**config.mk**
```make
export PLATFORM = sky130hd
export DESIGN_NAME = firewall_rule_table_match_top_flat
export DESIGN_NICKNAME = d
export VERILOG_FILES = /design/src/rtl/fwr_pkg.sv /design/src/rtl/fwr_if.sv /design/src/rtl/fwr_datapath.sv /design/src/rtl/fwr_ctrl.sv /design/src/rtl/firewall_rule_table_match_top.sv /design/src/flat_wrapper.sv
export SDC_FILE = /design/constraint.sdc
export NUM_CORES = 2
export LEC_CHECK = 0
export BUFFER_PORTS_ARGS = -buffer_cell sky130_fd_sc_hd__buf_2
export CORE_MARGIN = 2
export CORE_UTILIZATION = 45
export CTS_CLUSTER_SIZE = 14
export DETAILED_ROUTE_END_ITERATION = 8
export PLACE_DENSITY = 0.7
export SLEW_MARGIN = 5
export SYNTH_ARGS = -nofsm -noshare
export SYNTH_HDL_FRONTEND = slang
export SYNTH_SLANG_ARGS = --single-unit
```
**constraint.sdc**
```tcl
create_clock -name clk -period 7.6 [get_ports clk]
set_input_delay 0.76 -clock clk [delete_from_list [all_inputs] [get_ports clk]]
set_output_delay 0.76 -clock clk [all_outputs]
set_load 0.02 [all_outputs]
```
**src/rtl/fwr_pkg.sv**
```systemverilog
// Shared types, constants and helpers for the firewall rule table.
// No dependencies; every other file in rtl/ uses this package.
package fwr_pkg;

  // Table geometry
  localparam int TABLE_DEPTH = 16;
  localparam int IDX_W       = (TABLE_DEPTH > 1) ? $clog2(TABLE_DEPTH) : 1;
  localparam int CNT_W       = $clog2(TABLE_DEPTH + 1);

  // Field widths
  localparam int CMD_W    = 2;
  localparam int ADDR_W   = 32;
  localparam int PORT_W   = 16;
  localparam int STATUS_W = 3;
  localparam int RIDX_W   = 4;

  // Command codes; code 3 has no meaning and is answered invalid
  typedef enum logic [CMD_W-1:0] {
    CMD_ADD    = 2'd0,
    CMD_DELETE = 2'd1,
    CMD_CHECK  = 2'd2
  } cmd_t;

  // Result status codes
  typedef enum logic [STATUS_W-1:0] {
    ST_ADDED    = 3'd0,
    ST_INVALID  = 3'd1,
    ST_FULL     = 3'd2,
    ST_DELETED  = 3'd3,
    ST_NOTFOUND = 3'd4,
    ST_ACCEPTED = 3'd5,
    ST_REJECTED = 3'd6
  } status_t;

  // Walk pointer operations
  typedef enum logic [1:0] {
    PTR_HOLD  = 2'd0,
    PTR_CLEAR = 2'd1,
    PTR_INCR  = 2'd2
  } ptr_op_t;

  // Source of the reported rule index
  typedef enum logic [1:0] {
    RIDX_ZERO  = 2'd0,
    RIDX_COUNT = 2'd1,
    RIDX_PTR   = 2'd2
  } ridx_sel_t;

  // One stored rule; high bounds equal low bounds for single values
  typedef struct packed {
    logic [ADDR_W-1:0] addr_low;
    logic [ADDR_W-1:0] addr_high;
    logic [PORT_W-1:0] port_high;
    logic [PORT_W-1:0] port_low;
    logic              port_rng;
    logic              addr_rng;
  } entry_t;

  // Controller -> datapath
  typedef struct packed {
    logic      take;        // ready toward the input channel
    ptr_op_t   ptr_op;
    logic      wr_add;      // append the captured rule at the table end
    logic      wr_shift;    // move the entry at ptr down one place
    logic      cnt_inc;
    logic      cnt_dec;
    logic      res_set;
    status_t   res_status;
    ridx_sel_t res_idx_sel;
    logic      load_out;    // push the result into the output register
  } ctrl_cmd_t;

  // Datapath -> controller
  typedef struct packed {
    logic             in_fire;
    logic [CMD_W-1:0] cmd;
    logic             add_bad;
    logic             table_full;
    logic             table_empty;
    logic             hit;
    logic             last;
    logic             out_busy;
  } dp_status_t;

  // Low RIDX_W bits of a table position, zero-extended when narrower
  function automatic logic [RIDX_W-1:0] to_rule_index(input logic [IDX_W-1:0] idx);
    logic [IDX_W+RIDX_W-1:0] ext;
    ext = {{RIDX_W{1'b0}}, idx};
    return ext[RIDX_W-1:0];
  endfunction

endpackage

```
**src/rtl/fwr_if.sv**
```systemverilog
// Valid/ready channel interfaces for the rule table's command and result beats.
// Depends on fwr_pkg for field widths.
interface fwr_in_if;
  logic                          valid;
  logic                          ready;
  logic [fwr_pkg::CMD_W-1:0]     command;
  logic [fwr_pkg::ADDR_W-1:0]    ip_low;
  logic [fwr_pkg::ADDR_W-1:0]    ip_high;
  logic                          ip_is_range;
  logic [fwr_pkg::PORT_W-1:0]    port_low;
  logic [fwr_pkg::PORT_W-1:0]    port_high;
  logic                          port_is_range;
  logic [fwr_pkg::ADDR_W-1:0]    query_address;
  logic [fwr_pkg::PORT_W-1:0]    query_port;

  modport source (
    output valid, command, ip_low, ip_high, ip_is_range, port_low, port_high,
           port_is_range, query_address, query_port,
    input  ready
  );
  modport sink (
    input  valid, command, ip_low, ip_high, ip_is_range, port_low, port_high,
           port_is_range, query_address, query_port,
    output ready
  );
endinterface

interface fwr_out_if;
  logic                          valid;
  logic                          ready;
  logic [fwr_pkg::STATUS_W-1:0]  status;
  logic [fwr_pkg::RIDX_W-1:0]    rule_index;

  modport source (output valid, status, rule_index, input ready);
  modport sink   (input valid, status, rule_index, output ready);
endinterface

```
**src/rtl/fwr_datapath.sv**
```systemverilog
// Rule table datapath: captured command, rule memory, walk pointer, compare
// logic, entry count and output register. Depends on fwr_pkg and fwr_if.
module fwr_datapath (
  input  logic                   clk,
  input  logic                   rst_n,
  fwr_in_if.sink                 in_if,
  fwr_out_if.source              out_if,
  input  fwr_pkg::ctrl_cmd_t     cmd,
  output fwr_pkg::dp_status_t    st
);

  // Captured beat
  logic [fwr_pkg::CMD_W-1:0]  cmd_r;
  logic [fwr_pkg::ADDR_W-1:0] alo_r, ahi_r, qa_r;
  logic [fwr_pkg::PORT_W-1:0] plo_r, phi_r, qp_r;
  logic                       arng_r, prng_r;

  // Table state
  fwr_pkg::entry_t            mem [fwr_pkg::TABLE_DEPTH];
  fwr_pkg::entry_t            rd_data_r;
  logic [fwr_pkg::CNT_W-1:0]  count_r, count_nxt;
  logic [fwr_pkg::CNT_W-1:0]  ptr_r, ptr_nxt;
  logic [fwr_pkg::CNT_W-1:0]  ptr_m1;
  logic [fwr_pkg::IDX_W-1:0]  rd_addr, wr_addr;
  fwr_pkg::entry_t            wr_data, new_entry;
  logic                       wr_en;

  // Result staging and output register
  fwr_pkg::status_t           res_status_r;
  logic [fwr_pkg::RIDX_W-1:0] res_idx_r, res_idx;
  fwr_pkg::status_t           out_status_r;
  logic [fwr_pkg::RIDX_W-1:0] out_idx_r;
  logic                       out_valid_r, out_valid_nxt;

  logic in_fire;
  logic match, equal;

  assign in_if.ready = cmd.take;
  assign in_fire     = in_if.valid & cmd.take;

  // Capture the beat; a single value uses its low bound as high bound
  always_ff @(posedge clk) begin
    if (in_fire) begin
      cmd_r  <= in_if.command;
      alo_r  <= in_if.ip_low;
      ahi_r  <= in_if.ip_is_range ? in_if.ip_high : in_if.ip_low;
      arng_r <= in_if.ip_is_range;
      plo_r  <= in_if.port_low;
      phi_r  <= in_if.port_is_range ? in_if.port_high : in_if.port_low;
      prng_r <= in_if.port_is_range;
      qa_r   <= in_if.query_address;
      qp_r   <= in_if.query_port;
    end
  end

  // Walk pointer
  always_comb begin
    unique case (cmd.ptr_op)
      fwr_pkg::PTR_CLEAR: ptr_nxt = '0;
      fwr_pkg::PTR_INCR:  ptr_nxt = ptr_r + fwr_pkg::CNT_W'(1);
      default:            ptr_nxt = ptr_r;
    endcase
  end

  assign ptr_m1  = ptr_r - fwr_pkg::CNT_W'(1);
  assign rd_addr = ptr_nxt[fwr_pkg::IDX_W-1:0];

  // Write port: append at count, or shift the read entry down one place
  assign new_entry = '{addr_low: alo_r, addr_high: ahi_r, port_high: phi_r,
                       port_low: plo_r, port_rng: prng_r, addr_rng: arng_r};
  assign wr_en   = cmd.wr_add | cmd.wr_shift;
  assign wr_addr = cmd.wr_add ? count_r[fwr_pkg::IDX_W-1:0] : ptr_m1[fwr_pkg::IDX_W-1:0];
  assign wr_data = cmd.wr_add ? new_entry : rd_data_r;

  // Rule memory, registered read
  always_ff @(posedge clk) begin
    if (wr_en) begin
      mem[wr_addr] <= wr_data;
    end
    rd_data_r <= mem[rd_addr];
  end

  // Entry count
  always_comb begin
    count_nxt = count_r;
    if (cmd.cnt_inc) count_nxt = count_r + fwr_pkg::CNT_W'(1);
    else if (cmd.cnt_dec) count_nxt = count_r - fwr_pkg::CNT_W'(1);
  end

  always_ff @(posedge clk) begin
    if (!rst_n) begin
      count_r <= '0;
      ptr_r   <= '0;
    end else begin
      count_r <= count_nxt;
      ptr_r   <= ptr_nxt;
    end
  end

  // Containment test for check, exact compare for delete
  assign match = (qa_r >= rd_data_r.addr_low) && (qa_r <= rd_data_r.addr_high) &&
                 (qp_r >= rd_data_r.port_low) && (qp_r <= rd_data_r.port_high);
  assign equal = (rd_data_r.addr_rng == arng_r) && (rd_data_r.port_rng == prng_r) &&
                 (rd_data_r.addr_low == alo_r) &&
                 (!arng_r || (rd_data_r.addr_high == ahi_r)) &&
                 (rd_data_r.port_low == plo_r) &&
                 (!prng_r || (rd_data_r.port_high == phi_r));

  // Result staging
  always_comb begin
    unique case (cmd.res_idx_sel)
      fwr_pkg::RIDX_COUNT: res_idx = fwr_pkg::to_rule_index(count_r[fwr_pkg::IDX_W-1:0]);
      fwr_pkg::RIDX_PTR:   res_idx = fwr_pkg::to_rule_index(ptr_r[fwr_pkg::IDX_W-1:0]);
      default:             res_idx = '0;
    endcase
  end

  always_ff @(posedge clk) begin
    if (cmd.res_set) begin
      res_status_r <= cmd.res_status;
      res_idx_r    <= res_idx;
    end
    if (cmd.load_out) begin
      out_status_r <= res_status_r;
      out_idx_r    <= res_idx_r;
    end
  end

  // Output register: holds a beat until the receiver takes it
  assign out_valid_nxt = cmd.load_out | (out_valid_r & ~out_if.ready);

  always_ff @(posedge clk) begin
    if (!rst_n) out_valid_r <= 1'b0;
    else        out_valid_r <= out_valid_nxt;
  end

  assign out_if.valid      = out_valid_r;
  assign out_if.status     = out_status_r;
  assign out_if.rule_index = out_idx_r;

  // Status toward the controller
  assign st.in_fire     = in_fire;
  assign st.cmd         = cmd_r;
  assign st.add_bad     = (arng_r && (alo_r >= ahi_r)) || (prng_r && (plo_r >= phi_r));
  assign st.table_full  = (count_r == fwr_pkg::CNT_W'(fwr_pkg::TABLE_DEPTH));
  assign st.table_empty = (count_r == '0);
  assign st.hit         = (cmd_r == fwr_pkg::CMD_CHECK) ? match : equal;
  assign st.last        = ((ptr_r + fwr_pkg::CNT_W'(1)) == count_r);
  assign st.out_busy    = out_valid_r & ~out_if.ready;

endmodule

```
**src/rtl/fwr_ctrl.sv**
```systemverilog
// Rule table controller: sequences accept, dispatch, table walk, delete
// compaction and result hand-off. Depends on fwr_pkg.
module fwr_ctrl (
  input  logic                  clk,
  input  logic                  rst_n,
  input  fwr_pkg::dp_status_t   st,
  output fwr_pkg::ctrl_cmd_t    cmd
);

  typedef enum logic [4:0] {
    S_IDLE     = 5'b00001,
    S_DISPATCH = 5'b00010,
    S_SCAN     = 5'b00100,
    S_SHIFT    = 5'b01000,
    S_RESP     = 5'b10000
  } state_t;

  state_t            state_r, state_nxt;
  fwr_pkg::status_t  miss_status;

  assign miss_status = (st.cmd == fwr_pkg::CMD_CHECK) ? fwr_pkg::ST_REJECTED
                                                      : fwr_pkg::ST_NOTFOUND;

  // Next state and datapath commands
  always_comb begin
    state_nxt       = state_r;
    cmd             = '0;
    cmd.ptr_op      = fwr_pkg::PTR_HOLD;
    cmd.res_status  = fwr_pkg::ST_INVALID;
    cmd.res_idx_sel = fwr_pkg::RIDX_ZERO;
    unique case (state_r)
      S_IDLE: begin
        // no beat is taken while reset is held
        cmd.take = rst_n;
        if (st.in_fire) state_nxt = S_DISPATCH;
      end
      S_DISPATCH: begin
        unique case (st.cmd)
          fwr_pkg::CMD_ADD: begin
            cmd.res_set = 1'b1;
            state_nxt   = S_RESP;
            if (st.add_bad) begin
              cmd.res_status = fwr_pkg::ST_INVALID;
            end else if (st.table_full) begin
              cmd.res_status = fwr_pkg::ST_FULL;
            end else begin
              cmd.wr_add      = 1'b1;
              cmd.cnt_inc     = 1'b1;
              cmd.res_status  = fwr_pkg::ST_ADDED;
              cmd.res_idx_sel = fwr_pkg::RIDX_COUNT;
            end
          end
          fwr_pkg::CMD_DELETE, fwr_pkg::CMD_CHECK: begin
            if (st.table_empty) begin
              cmd.res_set    = 1'b1;
              cmd.res_status = miss_status;
              state_nxt      = S_RESP;
            end else begin
              // read of entry 0 issued now, compared next cycle
              cmd.ptr_op = fwr_pkg::PTR_CLEAR;
              state_nxt  = S_SCAN;
            end
          end
          default: begin
            cmd.res_set    = 1'b1;
            cmd.res_status = fwr_pkg::ST_INVALID;
            state_nxt      = S_RESP;
          end
        endcase
      end
      S_SCAN: begin
        if (st.hit) begin
          cmd.res_set     = 1'b1;
          cmd.res_idx_sel = fwr_pkg::RIDX_PTR;
          if (st.cmd == fwr_pkg::CMD_CHECK) begin
            cmd.res_status = fwr_pkg::ST_ACCEPTED;
            state_nxt      = S_RESP;
          end else begin
            cmd.res_status = fwr_pkg::ST_DELETED;
            if (st.last) begin
              cmd.cnt_dec = 1'b1;
              state_nxt   = S_RESP;
            end else begin
              cmd.ptr_op = fwr_pkg::PTR_INCR;
              state_nxt  = S_SHIFT;
            end
          end
        end else if (st.last) begin
          cmd.res_set    = 1'b1;
          cmd.res_status = miss_status;
          state_nxt      = S_RESP;
        end else begin
          cmd.ptr_op = fwr_pkg::PTR_INCR;
        end
      end
      S_SHIFT: begin
        // entry at ptr moves to ptr-1
        cmd.wr_shift = 1'b1;
        if (st.last) begin
          cmd.cnt_dec = 1'b1;
          state_nxt   = S_RESP;
        end else begin
          cmd.ptr_op = fwr_pkg::PTR_INCR;
        end
      end
      S_RESP: begin
        if (!st.out_busy) begin
          cmd.load_out = 1'b1;
          state_nxt    = S_IDLE;
        end
      end
      default: state_nxt = S_IDLE;
    endcase
  end

  always_ff @(posedge clk) begin
    if (!rst_n) state_r <= S_IDLE;
    else        state_r <= state_nxt;
  end

endmodule

```
**src/rtl/firewall_rule_table_match_top.sv**
```systemverilog
// Top level of the first-match firewall rule table.
// Depends on fwr_pkg, fwr_if, fwr_ctrl and fwr_datapath.
//
// Usage:
//   in_if  : command beats (add, delete, check) with rule bounds, range flags
//            and the query address and port. Accepted when valid and ready
//            are both high; ready is high only while the block is idle.
//   out_if : one result beat per command: status and rule index. The beat
//            sits in an output register until the receiver takes it.
// Timing:
//   Add and invalid commands go from accept through dispatch and the response
//   state back to idle. Check and delete walk the table one entry per cycle
//   through the rule memory's single registered read port; delete then moves
//   each later entry up one place per cycle. The result is staged, then loaded
//   into the output register once that register is free.
// Reset (rst_n, synchronous, active low) empties the table at once; stored
// rules are not cleared, since entries at or beyond the count are never read.
// When the receiver stalls, the next command is still taken and processed;
// its result waits until the output register frees up.
module firewall_rule_table_match_top (
  input  logic        clk,
  input  logic        rst_n,
  fwr_in_if.sink      in_if,
  fwr_out_if.source   out_if
);

  fwr_pkg::ctrl_cmd_t  ctrl_cmd;
  fwr_pkg::dp_status_t dp_st;

  fwr_ctrl u_ctrl (
    .clk   (clk),
    .rst_n (rst_n),
    .st    (dp_st),
    .cmd   (ctrl_cmd)
  );

  fwr_datapath u_dp (
    .clk    (clk),
    .rst_n  (rst_n),
    .in_if  (in_if),
    .out_if (out_if),
    .cmd    (ctrl_cmd),
    .st     (dp_st)
  );

  // One command in flight: no new beat right after an accept
  a_one_in_flight: assert property (@(posedge clk) disable iff (!rst_n)
    (in_if.valid && in_if.ready) |=> !in_if.ready)
    else $error("input accepted while a command is still in flight");

  // Never append into a full table
  a_no_add_when_full: assert property (@(posedge clk) disable iff (!rst_n)
    ctrl_cmd.wr_add |-> !dp_st.table_full)
    else $error("append issued with the table full");

  // A delete only completes on a non-empty table
  a_no_dec_when_empty: assert property (@(posedge clk) disable iff (!rst_n)
    ctrl_cmd.cnt_dec |-> !dp_st.table_empty)
    else $error("entry count decremented below zero");

  // Result hand-off never overwrites an untaken beat
  a_no_overwrite: assert property (@(posedge clk) disable iff (!rst_n)
    ctrl_cmd.load_out |-> !dp_st.out_busy)
    else $error("output register loaded while a beat is still waiting");

endmodule

```
**src/flat_wrapper.sv**
```systemverilog
// flat-port wrapper written by rule: the top's interface ports become plain ports
module firewall_rule_table_match_top_flat 
  (clk, rst_n, in_if_valid, in_if_command, in_if_ip_low, in_if_ip_high, in_if_ip_is_range, in_if_port_low, in_if_port_high, in_if_port_is_range, in_if_query_address, in_if_query_port, in_if_ready, out_if_valid, out_if_status, out_if_rule_index, out_if_ready);
  fwr_in_if in_if_i ();
  fwr_out_if out_if_i ();
  input  logic clk;
  input  logic rst_n;
  input wire logic [$bits(in_if_i.valid)-1:0] in_if_valid;
  input wire logic [$bits(in_if_i.command)-1:0] in_if_command;
  input wire logic [$bits(in_if_i.ip_low)-1:0] in_if_ip_low;
  input wire logic [$bits(in_if_i.ip_high)-1:0] in_if_ip_high;
  input wire logic [$bits(in_if_i.ip_is_range)-1:0] in_if_ip_is_range;
  input wire logic [$bits(in_if_i.port_low)-1:0] in_if_port_low;
  input wire logic [$bits(in_if_i.port_high)-1:0] in_if_port_high;
  input wire logic [$bits(in_if_i.port_is_range)-1:0] in_if_port_is_range;
  input wire logic [$bits(in_if_i.query_address)-1:0] in_if_query_address;
  input wire logic [$bits(in_if_i.query_port)-1:0] in_if_query_port;
  output wire logic [$bits(in_if_i.ready)-1:0] in_if_ready;
  output wire logic [$bits(out_if_i.valid)-1:0] out_if_valid;
  output wire logic [$bits(out_if_i.status)-1:0] out_if_status;
  output wire logic [$bits(out_if_i.rule_index)-1:0] out_if_rule_index;
  input wire logic [$bits(out_if_i.ready)-1:0] out_if_ready;
  assign in_if_i.valid = in_if_valid;
  assign in_if_i.command = in_if_command;
  assign in_if_i.ip_low = in_if_ip_low;
  assign in_if_i.ip_high = in_if_ip_high;
  assign in_if_i.ip_is_range = in_if_ip_is_range;
  assign in_if_i.port_low = in_if_port_low;
  assign in_if_i.port_high = in_if_port_high;
  assign in_if_i.port_is_range = in_if_port_is_range;
  assign in_if_i.query_address = in_if_query_address;
  assign in_if_i.query_port = in_if_query_port;
  assign in_if_ready = in_if_i.ready;
  assign out_if_valid = out_if_i.valid;
  assign out_if_status = out_if_i.status;
  assign out_if_rule_index = out_if_i.rule_index;
  assign out_if_i.ready = out_if_ready;
  firewall_rule_table_match_top u_core (.clk(clk), .rst_n(rst_n), .in_if(in_if_i), .out_if(out_if_i));
endmodule
```
# Word level (Yosys, flattened, before mapping)
# Memory sizes are Yosys's and may differ from the RTL's. A register that Yosys moved wholly into a read port is not among the register bits.
# Index checks and enable logic that the tools add are counted.
totals:
  regBits: 178
  input_bits: 152
  ram_bits: 1568
  memories: 1
  word_cells: 127
op_classes:
  muxes: 51
  add_sub_neg: 4
  n_eq_ne: 21
  reduce_logical: 21
  magnitude_cmp: 6
  n_bitwise: 5
memory_table:
  columns: ["name", "words", "word_bits", "rd", "rd_clocked_by_memory_dff", "write_ports", "line", "rtl"]
  rows:
  - ["u_core.u_dp.mem", 16, 98, 1, 1, 1, "fwr_datapath.sv:19", "fwr_pkg::entry_t mem [fwr_pkg::TABLE_DEPTH];"]
ops:
  columns: ["cell", "n"]
  rows:
  - ["98-bit 2-to-1 mux", 1]
  - ["32-bit equality test", 2]
  - ["32-bit >= comparator", 2]
  - ["5-bit 2-to-1 mux", 10]
  - ["16-bit equality test", 2]
  - ["16-bit >= comparator", 2]
  - ["32-bit <= comparator", 1]
  - ["32-bit 2-to-1 mux", 1]
  - ["5-bit one-hot mux with 5 select lines", 1]
  - ["1-bit 2-to-1 mux", 18]
  - ["16-bit <= comparator", 1]
  - ["16-bit 2-to-1 mux", 1]
  - ["2-bit 2-to-1 mux", 8]
  - ["4-bit 2-to-1 mux", 4]
  - ["4-bit one-hot mux with 2 select lines", 2]
  - ["6-bit one-hot mux with 2 select lines", 1]
  - ["5-bit by 1-bit adder with 5-bit output (second input constant)", 2]
  - ["5-bit equality test (second input constant)", 2]
  - ["1-bit logical AND", 10]
  - ["5-bit one-hot mux with 2 select lines", 1]
  - ["2-bit by 1-bit equality test with 1-bit output (second input constant)", 3]
  - ["2-bit equality test (second input constant)", 3]
  - ["2-bit one-hot mux with 3 select lines", 1]
  - ["5-bit by 1-bit equality test with 1-bit output (second input constant)", 1]
  - ["other kinds (20)", 28]

# Depth between registers and ports, before layout
depth:
  word_depth: 11
  depth_mapped: 23

# By module
# A second synthesis with hierarchy kept.
unflattened:
  cells_unflattened: 5924
  hier_area_um2: 75939.1
by_module_without_submodules:
  columns: ["module", "area_per_inst_um2", "cells_each", "instances"]
  rows:
  - ["fwr_datapath", 75362.3, 5852, 1]
  - ["fwr_ctrl", 576.8, 72, 1]

# Worst setup path after synthesis
# Ideal clock, no wire load.
synth_timing:
  path_type: "register to register"
  start: "register u_core.u_dp.alo_r[25] in the netlist's numbering"
  end: "memory u_core.u_dp.mem[10][0] in the netlist's numbering, enable pin"
  setup_time_ps: 566
  path_stages_with_launch: 12
  arrival_ps: 6794
  setup_slack_ps: 240
  t_required_ps: 7034
  cell_sequence: "edfxtp_1 ha_1 a211o_1 o211ai_1 a21oi_1 o31a_1 or4_4 nor2b_2 buf_6 inv_4 o32ai_2 nor2b_1"
synth_between:
  elab_chain_len: 9
synth_lines:
  columns: ["item", "line", "rtl"]
  rows:
  - ["from (decl)", "fwr_datapath.sv:14", "logic [fwr_pkg::ADDR_W-1:0] alo_r, ahi_r, qa_r;"]
  - ["from (signal assigned)", "fwr_datapath.sv:45", "alo_r <= in_if.ip_low;"]
  - ["32-bit >= comparator (*)", "fwr_datapath.sv:144", "assign st.add_bad = (arng_r && (alo_r >= ahi_r)) || (prng_r && (plo_r >= phi_r));"]
  - ["1-bit logical AND (*)", "fwr_datapath.sv:144", null]
  - ["1-bit logical OR (*)", "fwr_datapath.sv:144", null]
  - ["1-bit 2-to-1 mux (*)", "fwr_ctrl.sv:42", "if (st.add_bad) begin"]
  - ["1-bit 2-to-1 mux (*)", "fwr_ctrl.sv:38", "unique case (st.cmd)"]
  - ["1-bit 2-to-1 mux (*)", "fwr_ctrl.sv:31", "unique case (state_r)"]
  - ["1-bit OR", "fwr_datapath.sv:71", "assign wr_en = cmd.wr_add | cmd.wr_shift;"]
  - ["1-bit 2-to-1 mux", "fwr_datapath.sv:77", "if (wr_en) begin"]
  - ["1-bit 2-to-1 mux (not written as such)", "fwr_datapath.sv:78", "mem[wr_addr] <= wr_data;"]
  - ["to (decl)", "fwr_datapath.sv:19", null]
# Mark *: on every way between the ends. The rest lies on a longest branch, timed or not.

# Worst setup path after layout
layout_timing:
  start: "register u_core.u_dp.rd_data_r[90] (netlist name)"
  end: "register u_core.u_dp.rd_data_r[40] (netlist name)"
layout_between:
  elab_chain_len: 10
layout_lines:
  columns: ["item", "line", "rtl"]
  rows:
  - ["branches (longest 5 deep; another with 32-bit >= comparator)", null, null]
  - ["1-bit 2-to-1 mux (*)", "fwr_datapath.sv:147", "assign st.hit = (cmd_r == fwr_pkg::CMD_CHECK) ? match : equal;"]
  - ["2-bit 2-to-1 mux (*)", "fwr_ctrl.sv:72", "if (st.hit) begin"]
  - ["2-bit one-hot mux with 3 select lines (*)", "fwr_ctrl.sv:31", null]
  - ["2-bit equality test / 2-bit by 1-bit equality test with 1-bit output (equally long branches)", "fwr_datapath.sv:58", "unique case (cmd.ptr_op)"]
  - ["5-bit one-hot mux with 2 select lines (*)", "fwr_datapath.sv:58", null]
# Mark *: on every way between the ends.
# A chain may end at the register's enable or synchronous reset.

==> run metrics <==
status=complete, no violations; setup tns final=0 ns; Starting DRT DRC Count=6,181; power per cell area=between 200 and 250 nW/um2; DR pass1 iterations=8; area leader, netlist=edfxtp_1; pin count of the biggest net entering global routing=145; synthesis warning total=0; Starting Density=45.3%; Vias=49.7k; clock buffer count from CTS=179; die area=172,000 um2; simple-gate portion of the synthesized area=14.1%; share of cells above drive strength 1=10.8%; total core area=167,000 um2; worst setup margin=1.11 ns; Area Growth Syn to Fin=13.4%; leading cell type by number of instances after synthesis=nand2_1; Hold Path Class=input pin to register; RSZ-0062 raised after global routing=false; final hold violations=0; CP peak stage delay=approximately 0.82 ns; CP dominant cell by count=nand2_1; Die X=between 400 and 500 um; Max Cap Viol=0; largest family of logic cells by synthesized area=simple AND/OR/NAND/NOR gates; Clock Skew=0.0621 ns; NumNets Final=6,406; Crit path max-delay family=compound AO/OA/AOI/OAI gates; number of cells after detailed placement=8,121; number of global-route vias before repair=roughly 48k; antenna-violating nets left=0; DRC violations left=0; routability cong.=0.930; unique cell type count in the Yosys netlist=68; post-synthesis register bit count=1,844; Sink Count=1,844; Total GRT Usage=24.5%; first-pass GRT wire length=approximately 310,000 um; placement row count=150; fmax=154 MHz; WP buf/inv=2; xor/xnor share of the synthesized area=1.18%; endpoints failing setup=0; CTS tree=built; Adder-Cell Fraction of Synth Area=2.58%; fin crit period=roughly 6.5 ns; Post-CTS Setup Bufs=0; Post-synth ARST share=0%; Die Y-Extent=415 um; Worst EP required=approximately 8.4 ns; Clock Latency Late Sink=0.84 ns; final instance area=86,100 um2; Synth Flop Type=edfxtp_1; drt total wl=approximately 220,000 um; Worst slew margin=8.24%; Post-DP Area=80,200 um2; initial antenna violation count=3; grt total ovfl=0; worst path arrival time=7.24 ns; Resized cells post-CTS=0; number of vias per cell=5.87; crit share post-route=85.4%; leakage power=31.0 nW; Place WS=1.26 ns; Startpoint Class=register; per-cell routed wire length=25.4 um; CP max stage cell=a311oi_1; Root Driver=clkbuf_16; Syn Inst Count=5,952; H-tree depth=4; Post-CTS Hold Buffers=0; Final Total Pwr=20.3 mW; worst vdd ir=0.000195 V; Post-Syn Nets=around 6.3k; Synth Area in Compound Gates=6.98%; worst hold slack=0.105 ns; Final Util=between 50 and 60%; pins over their slew limit=0; Crit Path Max Fanout=120; CP Class=register to register; Synth top area share=68.4%; sequential cell area fraction in the yosys report=between 70 and 80%; Post-synth EDFFs=about 1.7k; Worst-path clk slew=0.06 ns; placed wire-length estimate=123,000 um; final non-filler cell total=approximately 8.5k; # port buffers=160; worst-path cell chain=inv_1 > ha_1 > nand4_1 > nor4_1 > nand2_1 > a311oi_1 > o221ai_1 > nor4b_2 > o21a_1 > nor2_1 > ha_1 > nand2_1 > o21a_4 > buf_12 > nand2_1 > and3_1 > a311oi_1 > a31oi_1 > a21oi_1; mux contribution to synthesized area=0.865%; mapped cell area=between 70,000 and 80,000 um2; CTS Buffer Depth=3; CP endpoint kind=register; I/O pins=161; synth cell count leaders=1,736 x nand2_1, 1,730 x edfxtp_1, 413 x nand3_1; top post-synthesis cells by area=edfxtp_1 68%, nand2_1 8.6%, a311oi_1 3.4%; Worst Tran Pin Value=1.37 ns; Mean Syn Cell Area=between 10 and 15 um2
## state kept, by name (all words and copies together) (netlist names), 16 cells and up
signal,flops
u_core.u_dp.qp_r,16
u_core.u_dp.phi_r,16
u_core.u_dp.ahi_r,32
u_core.u_dp.mem,1568
u_core.u_dp.plo_r,16
u_core.u_dp.alo_r,32
u_core.u_dp.qa_r,32
u_core.u_dp.rd_data_r,98
## placed cells by master (no fill, tap or decap), types with 63 or more instances in the layout
| cell | Yosys | final |
|---|---|---|
| a311oi_1 | 295 | 295 |
| inv_1 | 166 | 166 |
| buf_2 | 36 | 160 |
| buf_4 | 7 | 105 |
| edfxtp_1 | 1730 | 1730 |
| clkbuf_16 | 0 | 182 |
| a21oi_1 | 155 | 154 |
| xor2_1 | 84 | 84 |
| ha_1 | 155 | 155 |
| nand2_1 | 1736 | 1735 |
| o21ai_0 | 101 | 89 |
| buf_12 | 0 | 63 |
| and3_1 | 201 | 200 |
| nand3_1 | 413 | 413 |
| dfxtp_1 | 114 | 114 |
| a31oi_1 | 99 | 99 |
## where the power goes
group	switching, mW	total [mW]	leakage, nW	internal [mW]
registers	0.0720	11.1	16.5	11.0
clock network	3.82	8.86	2.87	5.05
logic	0.215	0.334	11.6	0.119
total	4.10	20.3	31.0	16.2
## cell type report
type | count | area, um2
Fill cell | 13839 | 81300
Inverter | 167 | 629
Antenna cell | 14 | 35.0
Multi-Input combinational cell | 3578 | 19700
Tap cell | 2204 | 2760
Timing Repair Buffer | 328 | 2850
Clock buffer | 250 | 4980
Clock inverter | 82 | 887
Sequential cell | 1844 | 54200
## kinds of logic (layout without fill, tap and decap cells)
logic type | Yosys count | after routing
XOR/XNOR | 102 | 102
adder cells (fa/ha/maj) | 156 | 156
AND/OR/NAND/NOR | 2502 | 2502
other | 0 | 14
flip-flops | 1844 | 1844
multiplexers | 59 | 59
AO/OA/AOI/OAI | 759 | 759
buffers and inverters | 530 | 827
## metal layers
metal  vias up  global-route usage (%)  share of wire [%]
li1      22153                       -                  -
met1     24479                    30.4                 36
met2      2534                    39.9                 48
met3       540                    3.47                8.3
met4         0                    16.8                7.7
met5         -                       0                  0
## worst register-to-register path, stage by stage, from the launching register on
cell and delay (ns):
dfxtp_1 0.48, inv_1 0.11, ha_1 0.29, nand4_1 0.14
nor4_1 0.40, nand2_1 0.31, a311oi_1 0.82, o221ai_1 0.30
nor4b_2 0.69, o21a_1 0.19, nor2_1 0.04, ha_1 0.46
nand2_1 0.20, o21a_4 0.39, buf_12 0.41, nand2_1 0.39
and3_1 0.20, a311oi_1 0.29, a31oi_1 0.09, a21oi_1 0.23
## path summary, 6_finish.rpt
| check | startpoint | to | slack, ns | depth (start not counted) |
|---|---|---|---|---|
| setup / recovery | u_core.u_dp.rd_data_r[90] | u_core.u_dp.rd_data_r[40] | 1.11 | 19 |
| hold / removal | in_if_query_address[9] | u_core.u_dp.qa_r[9] | 0.11 | 1 |
| setup reg to reg | u_core.u_dp.rd_data_r[90] | u_core.u_dp.rd_data_r[40] | 1.11 | 19 |
| hold reg to reg | u_core.u_dp.res_status_r[2] | u_core.u_dp.out_if.status[2] | 0.42 | 0 |
No activity file was read; power rests on OpenSTA's default activity.
